`config.mk`:
```
export PLATFORM = sky130hd
export DESIGN_NAME = i2c_bit_bang_master_flat
export DESIGN_NICKNAME = d
export VERILOG_FILES = /design/src/rtl/core/i2c_bbm_pkg.sv /design/src/rtl/core/i2c_bbm_if.sv /design/src/rtl/core/i2c_bbm_in_stage.sv /design/src/rtl/core/i2c_bbm_seq.sv /design/src/rtl/core/i2c_bit_bang_master.sv /design/src/flat_wrapper.sv
export SDC_FILE = /design/constraint.sdc
export NUM_CORES = 1
export LEC_CHECK = 0
export BUFFER_PORTS_ARGS = -buffer_cell sky130_fd_sc_hd__buf_2
export CORE_MARGIN = 8
export CORE_UTILIZATION = 50
export DETAILED_ROUTE_END_ITERATION = 8
export PLACE_DENSITY_LB_ADDON = 0.12
export SYNTH_ARGS = -nofsm -noshare
export SYNTH_HDL_FRONTEND = slang
export SYNTH_SLANG_ARGS = --single-unit
```
`constraint.sdc`:
```
create_clock -name clk_i -period 8.4 [get_ports clk_i]
set_clock_uncertainty 0.05 [all_clocks]
set_input_delay 0.42 -clock clk_i [delete_from_list [all_inputs] [get_ports clk_i]]
set_output_delay 0.42 -clock clk_i [all_outputs]
set_load 0.01 [all_outputs]
```
`src/rtl/core/i2c_bbm_pkg.sv`:
```
package i2c_bbm_pkg;

  typedef enum logic [1:0] {
    OP_START = 2'd0,
    OP_STOP  = 2'd1,
    OP_WRITE = 2'd2,
    OP_READ  = 2'd3
  } op_e;

  localparam logic KindTick = 1'b1;

  localparam logic [4:0] LenStart = 5'd4;
  localparam logic [4:0] LenStop  = 5'd3;
  localparam logic [4:0] LenWrite = 5'd28;
  localparam logic [4:0] LenRead  = 5'd19;

  localparam logic [4:0] WrBitPhases = 5'd24;
  localparam logic [4:0] WrAckHigh   = 5'd25;
  localparam logic [4:0] WrAckLow    = 5'd26;
  localparam logic [4:0] RdBitPhases = 5'd16;
  localparam logic [4:0] RdAckHigh   = 5'd17;

  typedef struct packed {
    logic       kind;
    op_e        op;
    logic [7:0] tx_byte;
    logic       send_ack;
    logic       sda_in;
  } item_t;

  typedef struct packed {
    logic       scl_level;
    logic       sda_level;
    logic       sda_drive;
    logic       busy_res;
    logic       done_res;
    logic [7:0] rx_byte;
    logic       rejected;
  } result_t;

  function automatic logic [4:0] seq_len(op_e op);
    logic [4:0] len;
    unique case (op)
      OP_START: len = LenStart;
      OP_STOP:  len = LenStop;
      OP_WRITE: len = LenWrite;
      default:  len = LenRead;
    endcase
    return len;
  endfunction

endpackage

```
`src/rtl/core/i2c_bbm_if.sv`:
```
interface i2c_bbm_in_if;
  logic       valid;
  logic       ready;
  logic       kind;
  logic [1:0] op;
  logic [7:0] tx_byte;
  logic       send_ack;
  logic       sda_in;

  modport source (output valid, kind, op, tx_byte, send_ack, sda_in, input ready);
  modport sink (input valid, kind, op, tx_byte, send_ack, sda_in, output ready);
endinterface

interface i2c_bbm_out_if;
  logic       valid;
  logic       ready;
  logic       scl_level;
  logic       sda_level;
  logic       sda_drive;
  logic       busy_res;
  logic       done_res;
  logic [7:0] rx_byte;
  logic       rejected;

  modport source (output valid, scl_level, sda_level, sda_drive, busy_res, done_res,
                  rx_byte, rejected, input ready);
  modport sink (input valid, scl_level, sda_level, sda_drive, busy_res, done_res,
                rx_byte, rejected, output ready);
endinterface

```
`src/rtl/core/i2c_bbm_in_stage.sv`:
```
module i2c_bbm_in_stage (
  input  logic                clk_i,
  input  logic                rst_ni,
  i2c_bbm_in_if.sink          cmd_i,
  input  logic                advance_i,
  output logic                valid_o,
  output i2c_bbm_pkg::item_t  item_o
);

  logic                valid_q;
  i2c_bbm_pkg::item_t  item_q;

  assign cmd_i.ready = !valid_q || advance_i;
  assign valid_o     = valid_q;
  assign item_o      = item_q;

  always_ff @(posedge clk_i or negedge rst_ni) begin
    if (!rst_ni) begin
      valid_q <= 1'b0;
    end else if (cmd_i.valid && cmd_i.ready) begin
      valid_q <= 1'b1;
    end else if (advance_i) begin
      valid_q <= 1'b0;
    end
  end

  always_ff @(posedge clk_i) begin
    if (cmd_i.valid && cmd_i.ready) begin
      item_q.kind     <= cmd_i.kind;
      item_q.op       <= i2c_bbm_pkg::op_e'(cmd_i.op);
      item_q.tx_byte  <= cmd_i.tx_byte;
      item_q.send_ack <= cmd_i.send_ack;
      item_q.sda_in   <= cmd_i.sda_in;
    end
  end

endmodule

```
`src/rtl/core/i2c_bbm_seq.sv`:
```
module i2c_bbm_seq (
  input  logic                  clk_i,
  input  logic                  rst_ni,
  input  logic                  cfg_we_i,
  input  logic [15:0]           cfg_wdata_i,
  input  logic                  step_i,
  input  i2c_bbm_pkg::item_t    item_i,
  output i2c_bbm_pkg::result_t  res_o
);

  logic [15:0]       phase_ticks_q;
  i2c_bbm_pkg::op_e  op_q, op_d;
  logic              busy_q, busy_d;
  logic [4:0]        phase_q, phase_d;
  logic [15:0]       tick_q, tick_d;
  logic [7:0]        shift_q, shift_d;
  logic              ack_q, ack_d;
  logic              scl_q, scl_d;
  logic              sda_q, sda_d;
  logic              oe_q, oe_d;
  logic [7:0]        rx_q, rx_d;

  logic              done;
  logic              rej;
  logic              enter;
  logic [4:0]        ph_sel;
  logic [4:0]        ph_next;
  logic [15:0]       cnt_inc;
  logic [15:0]       limit;
  logic [8:0]        wr_prod;
  logic [2:0]        wr_bit;
  logic [4:0]        wr_base;
  logic [4:0]        wr_diff;

  always_ff @(posedge clk_i or negedge rst_ni) begin
    if (!rst_ni) begin
      phase_ticks_q <= 16'd1;
    end else if (cfg_we_i) begin
      phase_ticks_q <= cfg_wdata_i;
    end
  end

  always_ff @(posedge clk_i or negedge rst_ni) begin
    if (!rst_ni) begin
      op_q    <= i2c_bbm_pkg::OP_START;
      busy_q  <= 1'b0;
      phase_q <= '0;
      tick_q  <= '0;
      shift_q <= '0;
      ack_q   <= 1'b0;
      scl_q   <= 1'b1;
      sda_q   <= 1'b1;
      oe_q    <= 1'b0;
      rx_q    <= '0;
    end else if (step_i) begin
      op_q    <= op_d;
      busy_q  <= busy_d;
      phase_q <= phase_d;
      tick_q  <= tick_d;
      shift_q <= shift_d;
      ack_q   <= ack_d;
      scl_q   <= scl_d;
      sda_q   <= sda_d;
      oe_q    <= oe_d;
      rx_q    <= rx_d;
    end
  end

  assign cnt_inc = tick_q + 16'd1;
  assign limit   = (phase_ticks_q == 16'd0) ? 16'd1 : phase_ticks_q;
  assign ph_next = phase_q + 5'd1;

  // sequencing and shift register
  always_comb begin
    op_d    = op_q;
    busy_d  = busy_q;
    phase_d = phase_q;
    tick_d  = tick_q;
    shift_d = shift_q;
    ack_d   = ack_q;
    rx_d    = rx_q;
    done    = 1'b0;
    rej     = 1'b0;
    enter   = 1'b0;
    ph_sel  = phase_q;
    if (step_i) begin
      if (item_i.kind != i2c_bbm_pkg::KindTick) begin
        if (busy_q) begin
          rej = 1'b1;
        end else begin
          op_d    = item_i.op;
          busy_d  = 1'b1;
          phase_d = '0;
          tick_d  = '0;
          ack_d   = item_i.send_ack;
          shift_d = (item_i.op == i2c_bbm_pkg::OP_WRITE) ? item_i.tx_byte : 8'd0;
          enter   = 1'b1;
          ph_sel  = '0;
        end
      end else if (busy_q) begin
        tick_d = cnt_inc;
        if (cnt_inc >= limit) begin
          tick_d = '0;
          if (op_q == i2c_bbm_pkg::OP_READ && phase_q < i2c_bbm_pkg::RdBitPhases &&
              !phase_q[0]) begin
            shift_d = {shift_q[6:0], item_i.sda_in};
          end
          if (ph_next >= i2c_bbm_pkg::seq_len(op_q)) begin
            busy_d  = 1'b0;
            done    = 1'b1;
            phase_d = '0;
            if (op_q == i2c_bbm_pkg::OP_READ) begin
              rx_d = shift_d;
            end
          end else begin
            phase_d = ph_next;
            enter   = 1'b1;
            ph_sel  = ph_next;
          end
        end
      end
    end
  end

  // bit index and sub-phase of a write: ph / 3 by reciprocal, valid below 24
  assign wr_prod = {4'd0, ph_sel} * 9'd11;
  assign wr_bit  = wr_prod[7:5];
  assign wr_base = {2'd0, wr_bit} + {1'b0, wr_bit, 1'b0};
  assign wr_diff = ph_sel - wr_base;

  // line levels on phase entry
  always_comb begin
    scl_d = scl_q;
    sda_d = sda_q;
    oe_d  = oe_q;
    if (enter) begin
      unique case (op_d)
        i2c_bbm_pkg::OP_START: begin
          unique case (ph_sel)
            5'd0:    begin oe_d = 1'b1; sda_d = 1'b1; end
            5'd1:    scl_d = 1'b1;
            5'd2:    begin oe_d = 1'b1; sda_d = 1'b0; end
            default: scl_d = 1'b0;
          endcase
        end
        i2c_bbm_pkg::OP_STOP: begin
          unique case (ph_sel)
            5'd0:    begin oe_d = 1'b1; sda_d = 1'b0; end
            5'd1:    scl_d = 1'b1;
            default: begin oe_d = 1'b1; sda_d = 1'b1; end
          endcase
        end
        i2c_bbm_pkg::OP_WRITE: begin
          if (ph_sel < i2c_bbm_pkg::WrBitPhases) begin
            case (wr_diff[1:0])
              2'd0: begin
                oe_d  = 1'b1;
                sda_d = shift_d[3'd7 - wr_bit];
              end
              2'd1:    scl_d = 1'b1;
              default: scl_d = 1'b0;
            endcase
          end else if (ph_sel == i2c_bbm_pkg::WrBitPhases) begin
            oe_d  = 1'b0;
            sda_d = 1'b1;
          end else if (ph_sel == i2c_bbm_pkg::WrAckHigh) begin
            scl_d = 1'b1;
          end else if (ph_sel == i2c_bbm_pkg::WrAckLow) begin
            scl_d = 1'b0;
          end else begin
            oe_d  = 1'b1;
            sda_d = 1'b0;
          end
        end
        default: begin
          if (ph_sel < i2c_bbm_pkg::RdBitPhases) begin
            if (ph_sel == 5'd0) begin
              oe_d  = 1'b0;
              sda_d = 1'b1;
            end
            scl_d = !ph_sel[0];
          end else if (ph_sel == i2c_bbm_pkg::RdBitPhases) begin
            oe_d  = 1'b1;
            sda_d = !ack_d;
          end else if (ph_sel == i2c_bbm_pkg::RdAckHigh) begin
            scl_d = 1'b1;
          end else begin
            scl_d = 1'b0;
          end
        end
      endcase
    end
  end

  assign res_o.scl_level = scl_d;
  assign res_o.sda_level = sda_d;
  assign res_o.sda_drive = oe_d;
  assign res_o.busy_res  = busy_d;
  assign res_o.done_res  = done;
  assign res_o.rx_byte   = rx_d;
  assign res_o.rejected  = rej;

endmodule

```
`src/rtl/core/i2c_bit_bang_master.sv`:
```
// an accepted beat is held in the input register; its result beat is registered in the output register when it steps
// throughput: one beat per cycle while the result side does not stall, input and output registers keep the pipe full
// a stall on the result side holds both stages, ready drops only when both are full
// reset: asynchronous, active low; lines released (scl 1, sda 1, sda undriven),
// idle sequencer, phase_ticks 1, rx_byte 0
module i2c_bit_bang_master (
  input  logic          clk_i,
  input  logic          rst_ni,
  input  logic          cfg_we_i,
  input  logic [15:0]   cfg_wdata_i,
  i2c_bbm_in_if.sink    cmd_i,
  i2c_bbm_out_if.source res_o
);

  logic                  s1_valid;
  i2c_bbm_pkg::item_t    s1_item;
  logic                  advance;
  i2c_bbm_pkg::result_t  res_d;
  logic                  out_valid_q;
  i2c_bbm_pkg::result_t  res_q;

  assign advance = !out_valid_q || res_o.ready;

  i2c_bbm_in_stage u_in_stage (
    .clk_i     (clk_i),
    .rst_ni    (rst_ni),
    .cmd_i     (cmd_i),
    .advance_i (advance),
    .valid_o   (s1_valid),
    .item_o    (s1_item)
  );

  i2c_bbm_seq u_seq (
    .clk_i       (clk_i),
    .rst_ni      (rst_ni),
    .cfg_we_i    (cfg_we_i),
    .cfg_wdata_i (cfg_wdata_i),
    .step_i      (s1_valid && advance),
    .item_i      (s1_item),
    .res_o       (res_d)
  );

  always_ff @(posedge clk_i or negedge rst_ni) begin
    if (!rst_ni) begin
      out_valid_q <= 1'b0;
    end else if (advance) begin
      out_valid_q <= s1_valid;
    end
  end

  always_ff @(posedge clk_i) begin
    if (advance && s1_valid) begin
      res_q <= res_d;
    end
  end

  assign res_o.valid     = out_valid_q;
  assign res_o.scl_level = res_q.scl_level;
  assign res_o.sda_level = res_q.sda_level;
  assign res_o.sda_drive = res_q.sda_drive;
  assign res_o.busy_res  = res_q.busy_res;
  assign res_o.done_res  = res_q.done_res;
  assign res_o.rx_byte   = res_q.rx_byte;
  assign res_o.rejected  = res_q.rejected;

endmodule

```
`src/flat_wrapper.sv`:
```
// flat-port wrapper written by rule: the top's interface ports become plain ports
module i2c_bit_bang_master_flat 
  (clk_i, rst_ni, cfg_we_i, cfg_wdata_i, cmd_i_valid, cmd_i_kind, cmd_i_op, cmd_i_tx_byte, cmd_i_send_ack, cmd_i_sda_in, cmd_i_ready, res_o_valid, res_o_scl_level, res_o_sda_level, res_o_sda_drive, res_o_busy_res, res_o_done_res, res_o_rx_byte, res_o_rejected, res_o_ready);
  i2c_bbm_in_if cmd_i_i ();
  i2c_bbm_out_if res_o_i ();
  input  logic clk_i;
  input  logic rst_ni;
  input  logic cfg_we_i;
  input  logic [15:0] cfg_wdata_i;
  input wire logic [$bits(cmd_i_i.valid)-1:0] cmd_i_valid;
  input wire logic [$bits(cmd_i_i.kind)-1:0] cmd_i_kind;
  input wire logic [$bits(cmd_i_i.op)-1:0] cmd_i_op;
  input wire logic [$bits(cmd_i_i.tx_byte)-1:0] cmd_i_tx_byte;
  input wire logic [$bits(cmd_i_i.send_ack)-1:0] cmd_i_send_ack;
  input wire logic [$bits(cmd_i_i.sda_in)-1:0] cmd_i_sda_in;
  output wire logic [$bits(cmd_i_i.ready)-1:0] cmd_i_ready;
  output wire logic [$bits(res_o_i.valid)-1:0] res_o_valid;
  output wire logic [$bits(res_o_i.scl_level)-1:0] res_o_scl_level;
  output wire logic [$bits(res_o_i.sda_level)-1:0] res_o_sda_level;
  output wire logic [$bits(res_o_i.sda_drive)-1:0] res_o_sda_drive;
  output wire logic [$bits(res_o_i.busy_res)-1:0] res_o_busy_res;
  output wire logic [$bits(res_o_i.done_res)-1:0] res_o_done_res;
  output wire logic [$bits(res_o_i.rx_byte)-1:0] res_o_rx_byte;
  output wire logic [$bits(res_o_i.rejected)-1:0] res_o_rejected;
  input wire logic [$bits(res_o_i.ready)-1:0] res_o_ready;
  assign cmd_i_i.valid = cmd_i_valid;
  assign cmd_i_i.kind = cmd_i_kind;
  assign cmd_i_i.op = cmd_i_op;
  assign cmd_i_i.tx_byte = cmd_i_tx_byte;
  assign cmd_i_i.send_ack = cmd_i_send_ack;
  assign cmd_i_i.sda_in = cmd_i_sda_in;
  assign cmd_i_ready = cmd_i_i.ready;
  assign res_o_valid = res_o_i.valid;
  assign res_o_scl_level = res_o_i.scl_level;
  assign res_o_sda_level = res_o_i.sda_level;
  assign res_o_sda_drive = res_o_i.sda_drive;
  assign res_o_busy_res = res_o_i.busy_res;
  assign res_o_done_res = res_o_i.done_res;
  assign res_o_rx_byte = res_o_i.rx_byte;
  assign res_o_rejected = res_o_i.rejected;
  assign res_o_i.ready = res_o_ready;
  i2c_bit_bang_master u_core (.clk_i(clk_i), .rst_ni(rst_ni), .cfg_we_i(cfg_we_i), .cfg_wdata_i(cfg_wdata_i), .cmd_i(cmd_i_i), .res_o(res_o_i));
endmodule
```
==> flow_summary.yaml, run 1 <==
sta:
  fin_crit_sh: 0.911
  holdWs_ps: 142
  tightest_slew_ps: 1080
  timing.slew.headroom: 0.283
  finalHoldViolCount: 0
  rsz0062_at_grt: "no"
  drv_slew: 0
  clock.fmax_mhz: 131
  finalSetupViolations: 0
  period_needed_ps: 7650
  worst_slack_ps: 747
  final.setup.tns_ps: 0
pwr:
  powerDensity_nw_per_um2: 244
  peakVddDrop_v: 0.000214
  p_leak_nw: 2.74
  totalPowerFinal_mw: 1.47
placement:
  placed_area_sq_um: 5830
  hpwl_mm: 9.09
  dp_slack_ps: 738
  dp_cells: 758
  place_congestion: 0.891
  portBuffers: 49
global_routing:
  antenna_found_initial: 0
  grt_first_pass_wirelength_mm: 20.8
  grt_start_max_net_pins: 63
  grt_use_total: 0.176
  grt_overflow: 0
  grt_pass1_vias: 4306
critical_path:
  crit_required_ps: 8480
  endpoint_kind: "flop"
  cp_common_cell: "and3_1"
  startpoint_type: "flop"
  crit_buf_inv: 2
  critPathSlowestCell: "fa_1"
  reg2reg_to: "u_core.res_o.sda_drive"
  r2r_cells: 31
  arrival_ps: 7730
  r2r_start: "u_core.u_seq.tick_q[2]"
  crit_type: "reg -> reg"
  crit_fanout: 21
  crit_family: "simple AND/OR/NAND/NOR gates"
  reg2reg_slack_ps: 750
  critical_path.max_stage_delay_ps: 460
floorplanning:
  initial_core_util: 0.510
  coreArea_sq_um: 10800
  placementRows: 38
  dieWidth_um: 121
  io_pins: 50
  die_y_um: 121
  die_area_sq_um: 14600
logic_synthesis:
  synth.distinct_cells: 71
  synth_edf_count: 27
  synth_cells: 593
  ys.flop_type: "dfrtp_1"
  yosysSeqAreaShare: 0.430
  synth_seq_cells: 89
  yosys_warnings: 0
  syn-num-nets: 665
  ys_async_sr_fraction: 0.697
  synthesis.area_sq_um: 5500
  syn_area_per_cell_sq_um: 9.28
drt:
  dr.pass1.iters: 5
  vias_per_cell: 5.67
  ant_nets: 0
  drtIter0Drc: 294
  remaining_drc_errors: 0
  routed_wl_mm: 12.5
  routedWlPerCell_um: 16.2
  num_vias: 4385
cts:
  cts.reportedPaths.clkPinSlew_ps: 90
  htreeDepth: 3
  insertion_delay_ps: 380
  cts.path.max_buffers: 2
  cts_tree: "done"
  numCtsBuffers: 9
  cts_root_buf: "clkbuf_8"
  hold_buffers: 0
  cts.sinks: 89
finish:
  fin_area_sq_um: 6040
  drive_above_1_share: 0.150
  utilization: 0.559
  n_antenna_cell: 0
  finalNonFillerCells: 774
  nets: 701
  syn2layout_area_growth_pct: 9.71
  final_common_cell: "nand2_1"
  regArea_sq_um: 2370
  multi_input_area_sq_um: 2930
  fillers: 986
  layout_common_cells: "nand2_1 (102), o21ai_0 (64), dfrtp_1 (59)"
run_status:
  status: "complete, no violations"
worst_hold_path:
  hold_class: "in -> async"
run:
  cap_violations: 0
-- worst max path at each step --
| stage | from | end | slack (ps) | depth (start not counted) |
|---|---|---|---|---|
| global route | u_core.u_seq.tick_q[2] | u_core.res_o.sda_drive | 70 | 31 |
| global placement | u_core.u_seq.tick_q[2] | u_core.res_o.sda_drive | 930 | 31 |
| detailed placement | u_core.u_seq.tick_q[2] | u_core.res_o.sda_drive | 740 | 31 |
| finish | u_core.u_seq.tick_q[2] | u_core.res_o.sda_drive | 750 | 31 |
| floorplan | u_core.u_seq.tick_q[2] | u_core.res_o.scl_level | 1600 | 31 |
| CTS | u_core.u_seq.tick_q[2] | u_core.res_o.sda_drive | 680 | 31 |
-- synth_stat cells, types with 2 or more instances --
library cell / n / area, sq um
o21ai_0: 64 / 320
o22ai_1: 8 / 50.1
nor3b_1: 2 / 15.0
a32o_1: 3 / 30.0
o31ai_1: 4 / 30.0
a21o_1: 2 / 15.0
inv_1: 22 / 82.6
nor4_1: 5 / 31.3
a31oi_1: 7 / 43.8
nor2_1: 34 / 128
mux2i_1: 13 / 130
a41o_1: 3 / 30.0
dfrtp_1: 59 / 1480
edfxtp_1: 27 / 811
o21bai_1: 2 / 15.0
and3_1: 12 / 75.1
xor2_1: 11 / 96.3
nand3_1: 24 / 120
nor2_2: 2 / 12.5
nand2b_1: 12 / 75.1
nand2_1: 102 / 383
clkbuf_1: 20 / 75.1
o22a_1: 2 / 17.5
nor3_1: 7 / 35.0
and2_1: 3 / 18.8
a22o_1: 4 / 35.0
nor2b_1: 3 / 18.8
buf_2: 2 / 10.0
inv_2: 2 / 7.51
a31o_2: 2 / 17.5
o211ai_1: 2 / 15.0
xnor2_1: 13 / 114
a211oi_1: 2 / 15.0
buf_1: 4 / 15.0
mux2_2: 6 / 67.6
a21oi_1: 28 / 140
ha_1: 37 / 463
nand4_1: 3 / 18.8
dfstp_2: 3 / 78.8
-- power by group --
part / switching (mW) / total, mW / internal [mW] / leakage [nW]
logic: 0.371 / 0.636 / 0.265 / 1.59
registers: 0.0430 / 0.529 / 0.486 / 1.05
clock network: 0.167 / 0.307 / 0.140 / 0.0973
-- what timing repair did --
action / CTS / global route
setup buffers: 0 / 0
resized for setup: 0 / 1
endpoints found under the setup margin: 0 / 1
endpoints found under the hold margin: 0 / 0
-- cell type report --
class                      instances  area share
inverter                          24      0.0149
sequential                        89       0.392
tap                              140      0.0290
clock inverter                     7      0.0131
timing repair buffer              53      0.0456
multi-input combinational        452       0.485
clock buffer                       9      0.0205
-- worst register-to-register path: cells and delay by family (launching register included) --
| kind | cells | cell delay (ps) |
|---|---|---|
| adders and majority gates | 5 | 1680 |
| buffers and inverters | 2 | 400 |
| DFF | 1 | 440 |
| and+or+nand+nor | 11 | 2320 |
| AOI/OAI and AO/OA | 8 | 1690 |
| xor gates and xnor gates | 5 | 830 |
-- state kept, by name (all words and copies together) (netlist names), 2 cells and up --
register	count
u_core.u_seq.phase_ticks_q	16
u_core.u_seq.tick_q	16
u_core.u_in_stage.item_o	13
u_core.res_o.rx_byte	8
u_core.u_seq.rx_q	8
u_core.u_seq.shift_q	8
u_core.u_seq.phase_q	5
u_core.u_seq.op_q	2
-- cell families (layout without fill, tap and decap cells) --
logic type      count (synthesis)  after routing  share of synthesized area
compound gates                150            150                      0.175
xor+xnor                       26             26                     0.0462
fa+ha+maj                      39             39                     0.0896
buf+inv                        52             93                     0.0380
flops                          89             89                      0.430
mux                            20             20                     0.0400
simple gates                  217            217                      0.181
-- per-layer routing --
layer  global-route usage  vias to the layer above  wire, um
met1                0.226                     2066      5770
met5                    0                        -         0
met2                0.283                      112      5850
met4               0.0695                        0       246
li1                     -                     2186         -
met3               0.0405                       21       652
No activity file was read; power rests on OpenSTA's default activity.
==> run 2, diff against run 1 <==
--- a/config.mk
+++ b/config.mk
@@ -5,10 +5,10 @@
 export SDC_FILE = /design/constraint.sdc
 export NUM_CORES = 1
 export LEC_CHECK = 0
-export BUFFER_PORTS_ARGS = -buffer_cell sky130_fd_sc_hd__buf_2
 export CORE_MARGIN = 8
 export CORE_UTILIZATION = 50
 export DETAILED_ROUTE_END_ITERATION = 8
+export DONT_BUFFER_PORTS = 1
 export PLACE_DENSITY_LB_ADDON = 0.12
 export SYNTH_ARGS = -nofsm -noshare
 export SYNTH_HDL_FRONTEND = slang
==> run 2 against run 1 <==
Clock power increased by 8.1%. Die area unchanged. Hold slack got worse by 65 ps. Total power up 2.3%. Critical path depth unchanged.
==> flow_summary.yaml, run 2 (synthesis results as in run 1) <==
sta:
  timing.slew.headroom: 0.313
  drv_slew: 0
  finalHoldViolCount: 0
  clock.fmax_mhz: 132
  period_needed_ps: 7590
  finalSetupViolations: 0
  tightest_slew_ps: 1030
  fin_crit_sh: 0.903
  final.setup.tns_ps: 0
  rsz0062_at_grt: "no"
floorplanning:
  placementRows: 38
  die_y_um: 121
  die_area_sq_um: 14600
  initial_core_util: 0.510
  coreArea_sq_um: 10800
  dieWidth_um: 121
  io_pins: 50
global_routing:
  grt_pass1_vias: 4287
  grtUsageMet1: 0.232
  grt_start_max_net_pins: 63
  grt_use_total: 0.183
  grt.busiest_layer: "met2"
  grt_first_pass_wirelength_mm: 21.5
  grt_overflow: 0
  antenna_found_initial: 0
  grt_util_met2: 0.304
  grt_util_met3: 0.0307
finish:
  fillers: 985
  fin_area_sq_um: 5860
  regArea_sq_um: 2370
  n_antenna_cell: 0
  multi_input_area_sq_um: 2940
  drive_above_1_share: 0.0784
  finalNonFillerCells: 727
  utilization: 0.543
  layout_common_cells: "nand2_1 (102), o21ai_0 (64), dfrtp_1 (59)"
  nets: 654
  final_common_cell: "nand2_1"
  syn2layout_area_growth_pct: 6.48
critical_path:
  cp_common_cell: "and3_1"
  critical_path.max_stage_delay_ps: 470
  crit_required_ps: 8480
  arrival_ps: 7660
  crit_fanout: 21
  crit_family: "simple AND/OR/NAND/NOR gates"
  endpoint_kind: "flop"
  crit_buf_inv: 2
  crit_type: "reg -> reg"
  reg2reg_to: "u_core.res_o.sda_drive"
  reg2reg_slack_ps: 810
  critPathSlowestCell: "fa_1"
  r2r_start: "u_core.u_seq.tick_q[2]"
  startpoint_type: "flop"
  r2r_cells: 31
pwr:
  powerDensity_nw_per_um2: 257
  peakVddDrop_v: 0.000217
  p_leak_nw: 2.58
placement:
  place_congestion: 0.879
  hpwl_mm: 9.23
  placed_area_sq_um: 5590
  dp_cells: 709
  portBuffers: 0
drt:
  drtIter0Drc: 348
  num_vias: 4328
  remaining_drc_errors: 0
  routed_wl_mm: 12.8
  vias_per_cell: 5.95
  routedWlPerCell_um: 17.6
  ant_nets: 0
  dr.pass1.iters: 5
run_status:
  status: "complete, no violations"
worst_hold_path:
  hold_path_startpoint: "cfg_we_i"
  hold_class: "in -> reg"
  worst_hold_path.num_cells: 1
  whs_endpoint: "u_core.u_seq.phase_ticks_q[5]"
cts:
  cts_root_buf: "clkbuf_8"
  cts.reportedPaths.clkPinSlew_ps: 90
  cts_tree: "done"
  numCtsBuffers: 9
  htreeDepth: 3
  post_cts_buffers: 0
  cts.sinks: 89
  insertion_delay_ps: 380
  cts.path.max_buffers: 2
run:
  cap_violations: 0
## run 2: cell types whose count changed in the layout (fill, tap and decap cells not counted), sizes merged
cell         previous run  this run
buf                    53         5
clkbuf                  9        13
clkinv                  3         2
clkinvlp                2         0
dlygate4sd3             0         1
inv                    25        24
## run 2: layout make-up
type                       count  share of cell area
tap                          140              0.0299
clock buffer                  13              0.0310
clock inverter                 3             0.00747
timing repair buffer           6              0.0115
multi-input combinational    452               0.501
sequential                    89               0.404
inverter                      24              0.0154
## run 2: power breakdown
part | total [mW] | internal (mW) | leakage (nW) | switching (mW)
clock network | 0.332 | 0.174 | 0.114 | 0.157
registers | 0.534 | 0.487 | 1.05 | 0.0473
logic | 0.641 | 0.263 | 1.42 | 0.378
## run 2: routing by layer
metal | share of wire | vias to the layer above
met5 | 0 | -
met4 | 0.020 | 0
met3 | 0.045 | 16
met2 | 0.48 | 106
met1 | 0.45 | 2112
li1 | - | 2094
## run 2: through the flow
step / hold WS, ps / setup slack, ps / power, mW
final: 77.2 / 815 / 1.51
after global routing: 63.4 / 42.8 / 1.62
after CTS: 64.5 / 651 / 1.51
after detailed placement: 76.3 / 706 / 1.16
after global placement: 76.6 / 923 / 1.13
after floorplan: 74.4 / 1600 / 1.03
## run 2: how the worst max path moves through the flow
stage          slack [ps]                      to  cells after the start              startpoint
2_1_floorplan        1600  u_core.res_o.scl_level                     31  u_core.u_seq.tick_q[2]
3_3_place_gp          920  u_core.res_o.sda_drive                     31  u_core.u_seq.tick_q[2]
3_5_place_dp          710  u_core.res_o.sda_drive                     31  u_core.u_seq.tick_q[2]
4_1_cts               650  u_core.res_o.sda_drive                     31  u_core.u_seq.tick_q[2]
5_1_grt                40  u_core.res_o.sda_drive                     31  u_core.u_seq.tick_q[2]
6_report              810  u_core.res_o.sda_drive                     31  u_core.u_seq.tick_q[2]
## run 2: what timing repair did
| item | 4_1_cts | 5_1_grt |
|---|---|---|
| hold endpoints to repair | 62 | 0 |
| setup endpoints to repair | 0 | 2 |
| gates resized for setup | 0 | 2 |
| hold buffers | 2 | 0 |
==> run 3, diff against run 2 <==
==> constraint.sdc (replaced) <==
create_clock -name clk_i -period 8.4 [get_ports clk_i]
set_clock_uncertainty 0.05 [all_clocks]
set_input_delay 0.84 -clock clk_i [delete_from_list [all_inputs] [get_ports clk_i]]
set_output_delay 0.84 -clock clk_i [all_outputs]
set_load 0.01 [all_outputs]
==> run 3 against run 2 <==
Hold slack better by 23 ps. Wire length unchanged. Count of clock-buffer cells in the layout stayed put. Critical endpoint unchanged. Via count decreased by 1.2%. Fmax fell by 0.52%. Non-clock buffer count down 2. Highest routed layer unchanged. First-iteration DRC count down 9.5%. Sequential share of layout area rose by 0.26 points.
==> flow_summary.yaml, run 3 (synthesis results as in run 1) <==
run_status:
  status: "complete, no violations"
drt:
  ant_nets: 0
  num_vias: 4277
  drtIter0Drc: 315
  remaining_drc_errors: 0
  vias_per_cell: 5.90
  wl_met2_mm: 6.20
  routed_wl_mm: 12.8
  routedWlPerCell_um: 17.7
  met3WireLength_um: 606
  routed.top_layer: "met4"
  dr.pass1.iters: 5
  drt-met1-wl_mm: 5.75
finish:
  layout_common_cells: "nand2_1 (102), o21ai_0 (64), dfrtp_1 (59)"
  drive_above_1_share: 0.0769
  fillers: 988
  utilization: 0.539
  multi_input_area_sq_um: 2940
  final_common_cell: "nand2_1"
  syn2layout_area_growth_pct: 5.80
  n_antenna_cell: 0
  regArea_sq_um: 2370
  nets: 652
floorplanning:
  die_area_sq_um: 14600
  die_y_um: 121
  io_pins: 50
  coreArea_sq_um: 10800
  dieWidth_um: 121
  placementRows: 38
  initial_core_util: 0.510
critical_path:
  critPathSlowestCell: "fa_1"
  startpoint_type: "flop"
  arrival_ps: 7700
  crit_type: "reg -> reg"
  endpoint_kind: "flop"
  cp_common_cell: "and3_1"
  critical_path.max_stage_delay_ps: 470
  crit_fanout: 21
  crit_required_ps: 8470
global_routing:
  grt_overflow: 0
  grt_pass1_vias: 4279
  antenna_found_initial: 0
  grt_first_pass_wirelength_mm: 21.4
  grt_start_max_net_pins: 63
  grt_use_total: 0.183
cts:
  cts.sinks: 89
  cts_root_buf: "clkbuf_8"
  numCtsBuffers: 9
  hold_buffers: 0
  insertion_delay_ps: 380
  htreeDepth: 3
  cts_tree: "done"
  cts.path.max_buffers: 2
  cts.reportedPaths.clkPinSlew_ps: 90
worst_hold_path:
  hold_class: "in -> async"
sta:
  timing.slew.headroom: 0.307
  clock.fmax_mhz: 131
  rsz0062_at_grt: "no"
  worst_slack_ps: 775
  fin_crit_sh: 0.908
  finalHoldViolCount: 0
  final.setup.tns_ps: 0
  finalSetupViolations: 0
  period_needed_ps: 7620
  tightest_slew_ps: 1040
  drv_slew: 0
pwr:
  powerDensity_nw_per_um2: 257
  peakVddDrop_v: 0.000215
  p_leak_nw: 2.57
placement:
  hpwl_mm: 9.23
  dp_slack_ps: 706
  place_congestion: 0.879
  portBuffers: 0
run:
  cap_violations: 0
[run 3: changes by cell type in the layout (fill, tap and decap cells not counted)]
| cell | delta |
|---|---|
| buf_16 | -1 |
| dlygate4sd3_1 | -1 |
[run 3: critical path, delay by kind of cell (launching register included)]
| family | cells | cell delay, ps |
|---|---|---|
| AOI/OAI and AO/OA | 8 | 1670 |
| xor gates and xnor gates | 5 | 770 |
| adders and majority gates | 5 | 1670 |
| buffers and inverters | 2 | 410 |
| DFF | 1 | 440 |
| and+or+nand+nor | 11 | 2390 |
[run 3: layout make-up]
type / count / share of cell area
inverter: 24 / 0.0155
sequential: 89 / 0.406
multi-input combinational: 452 / 0.504
timing repair buffer: 4 / 0.00516
tap: 140 / 0.0301
clock inverter: 3 / 0.00752
clock buffer: 13 / 0.0312
[run 3: path summary, 6_finish.rpt]
path / start / end / slack [ps] / cells after the start
setup / recovery: u_core.u_seq.tick_q[2] / u_core.res_o.sda_drive / 780 / 31
hold / removal: rst_ni / u_core.u_in_stage.valid_o / 100 / 0
setup reg to reg: u_core.u_seq.tick_q[2] / u_core.res_o.sda_drive / 780 / 31
hold reg to reg: u_core.u_seq.rx_q[7] / u_core.u_seq.rx_q[7] / 430 / 2
max in group asynchronous: rst_ni / u_core.u_seq.sda_q / 8010 / 0
min in group clk_i: u_core.u_seq.rx_q[7] / u_core.u_seq.rx_q[7] / 430 / 2
[run 3: power breakdown]
group          switching [mW]  internal [mW]  leakage, nW
Combinational           0.372          0.261         1.40
Sequential             0.0464          0.487         1.05
Clock                   0.156          0.174        0.114
[run 3: what timing repair did]
action,CTS,global route
resized for setup,0,2
hold endpoints to repair,0,0
endpoints found under the setup margin,0,2
buffers inserted,0,0
[run 3: routing by layer]
| layer | track usage | up-vias |
|---|---|---|
| met1 | 0.230 | 2072 |
| met4 | 0.0773 | 0 |
| met3 | 0.0307 | 16 |
| met2 | 0.305 | 95 |
| met5 | 0 | - |
| li1 | - | 2094 |
[run 3: through the flow]
step	hold WS, ps	cell area, sq um	power (mW)	instances
after CTS	83.7	5810	1.50	725
after detailed placement	413	5590	1.16	709
after global placement	407	5590	1.13	709
after global routing	77.1	5820	1.61	725
final	99.8	5820	1.50	725
after floorplan	392	5500	1.03	593
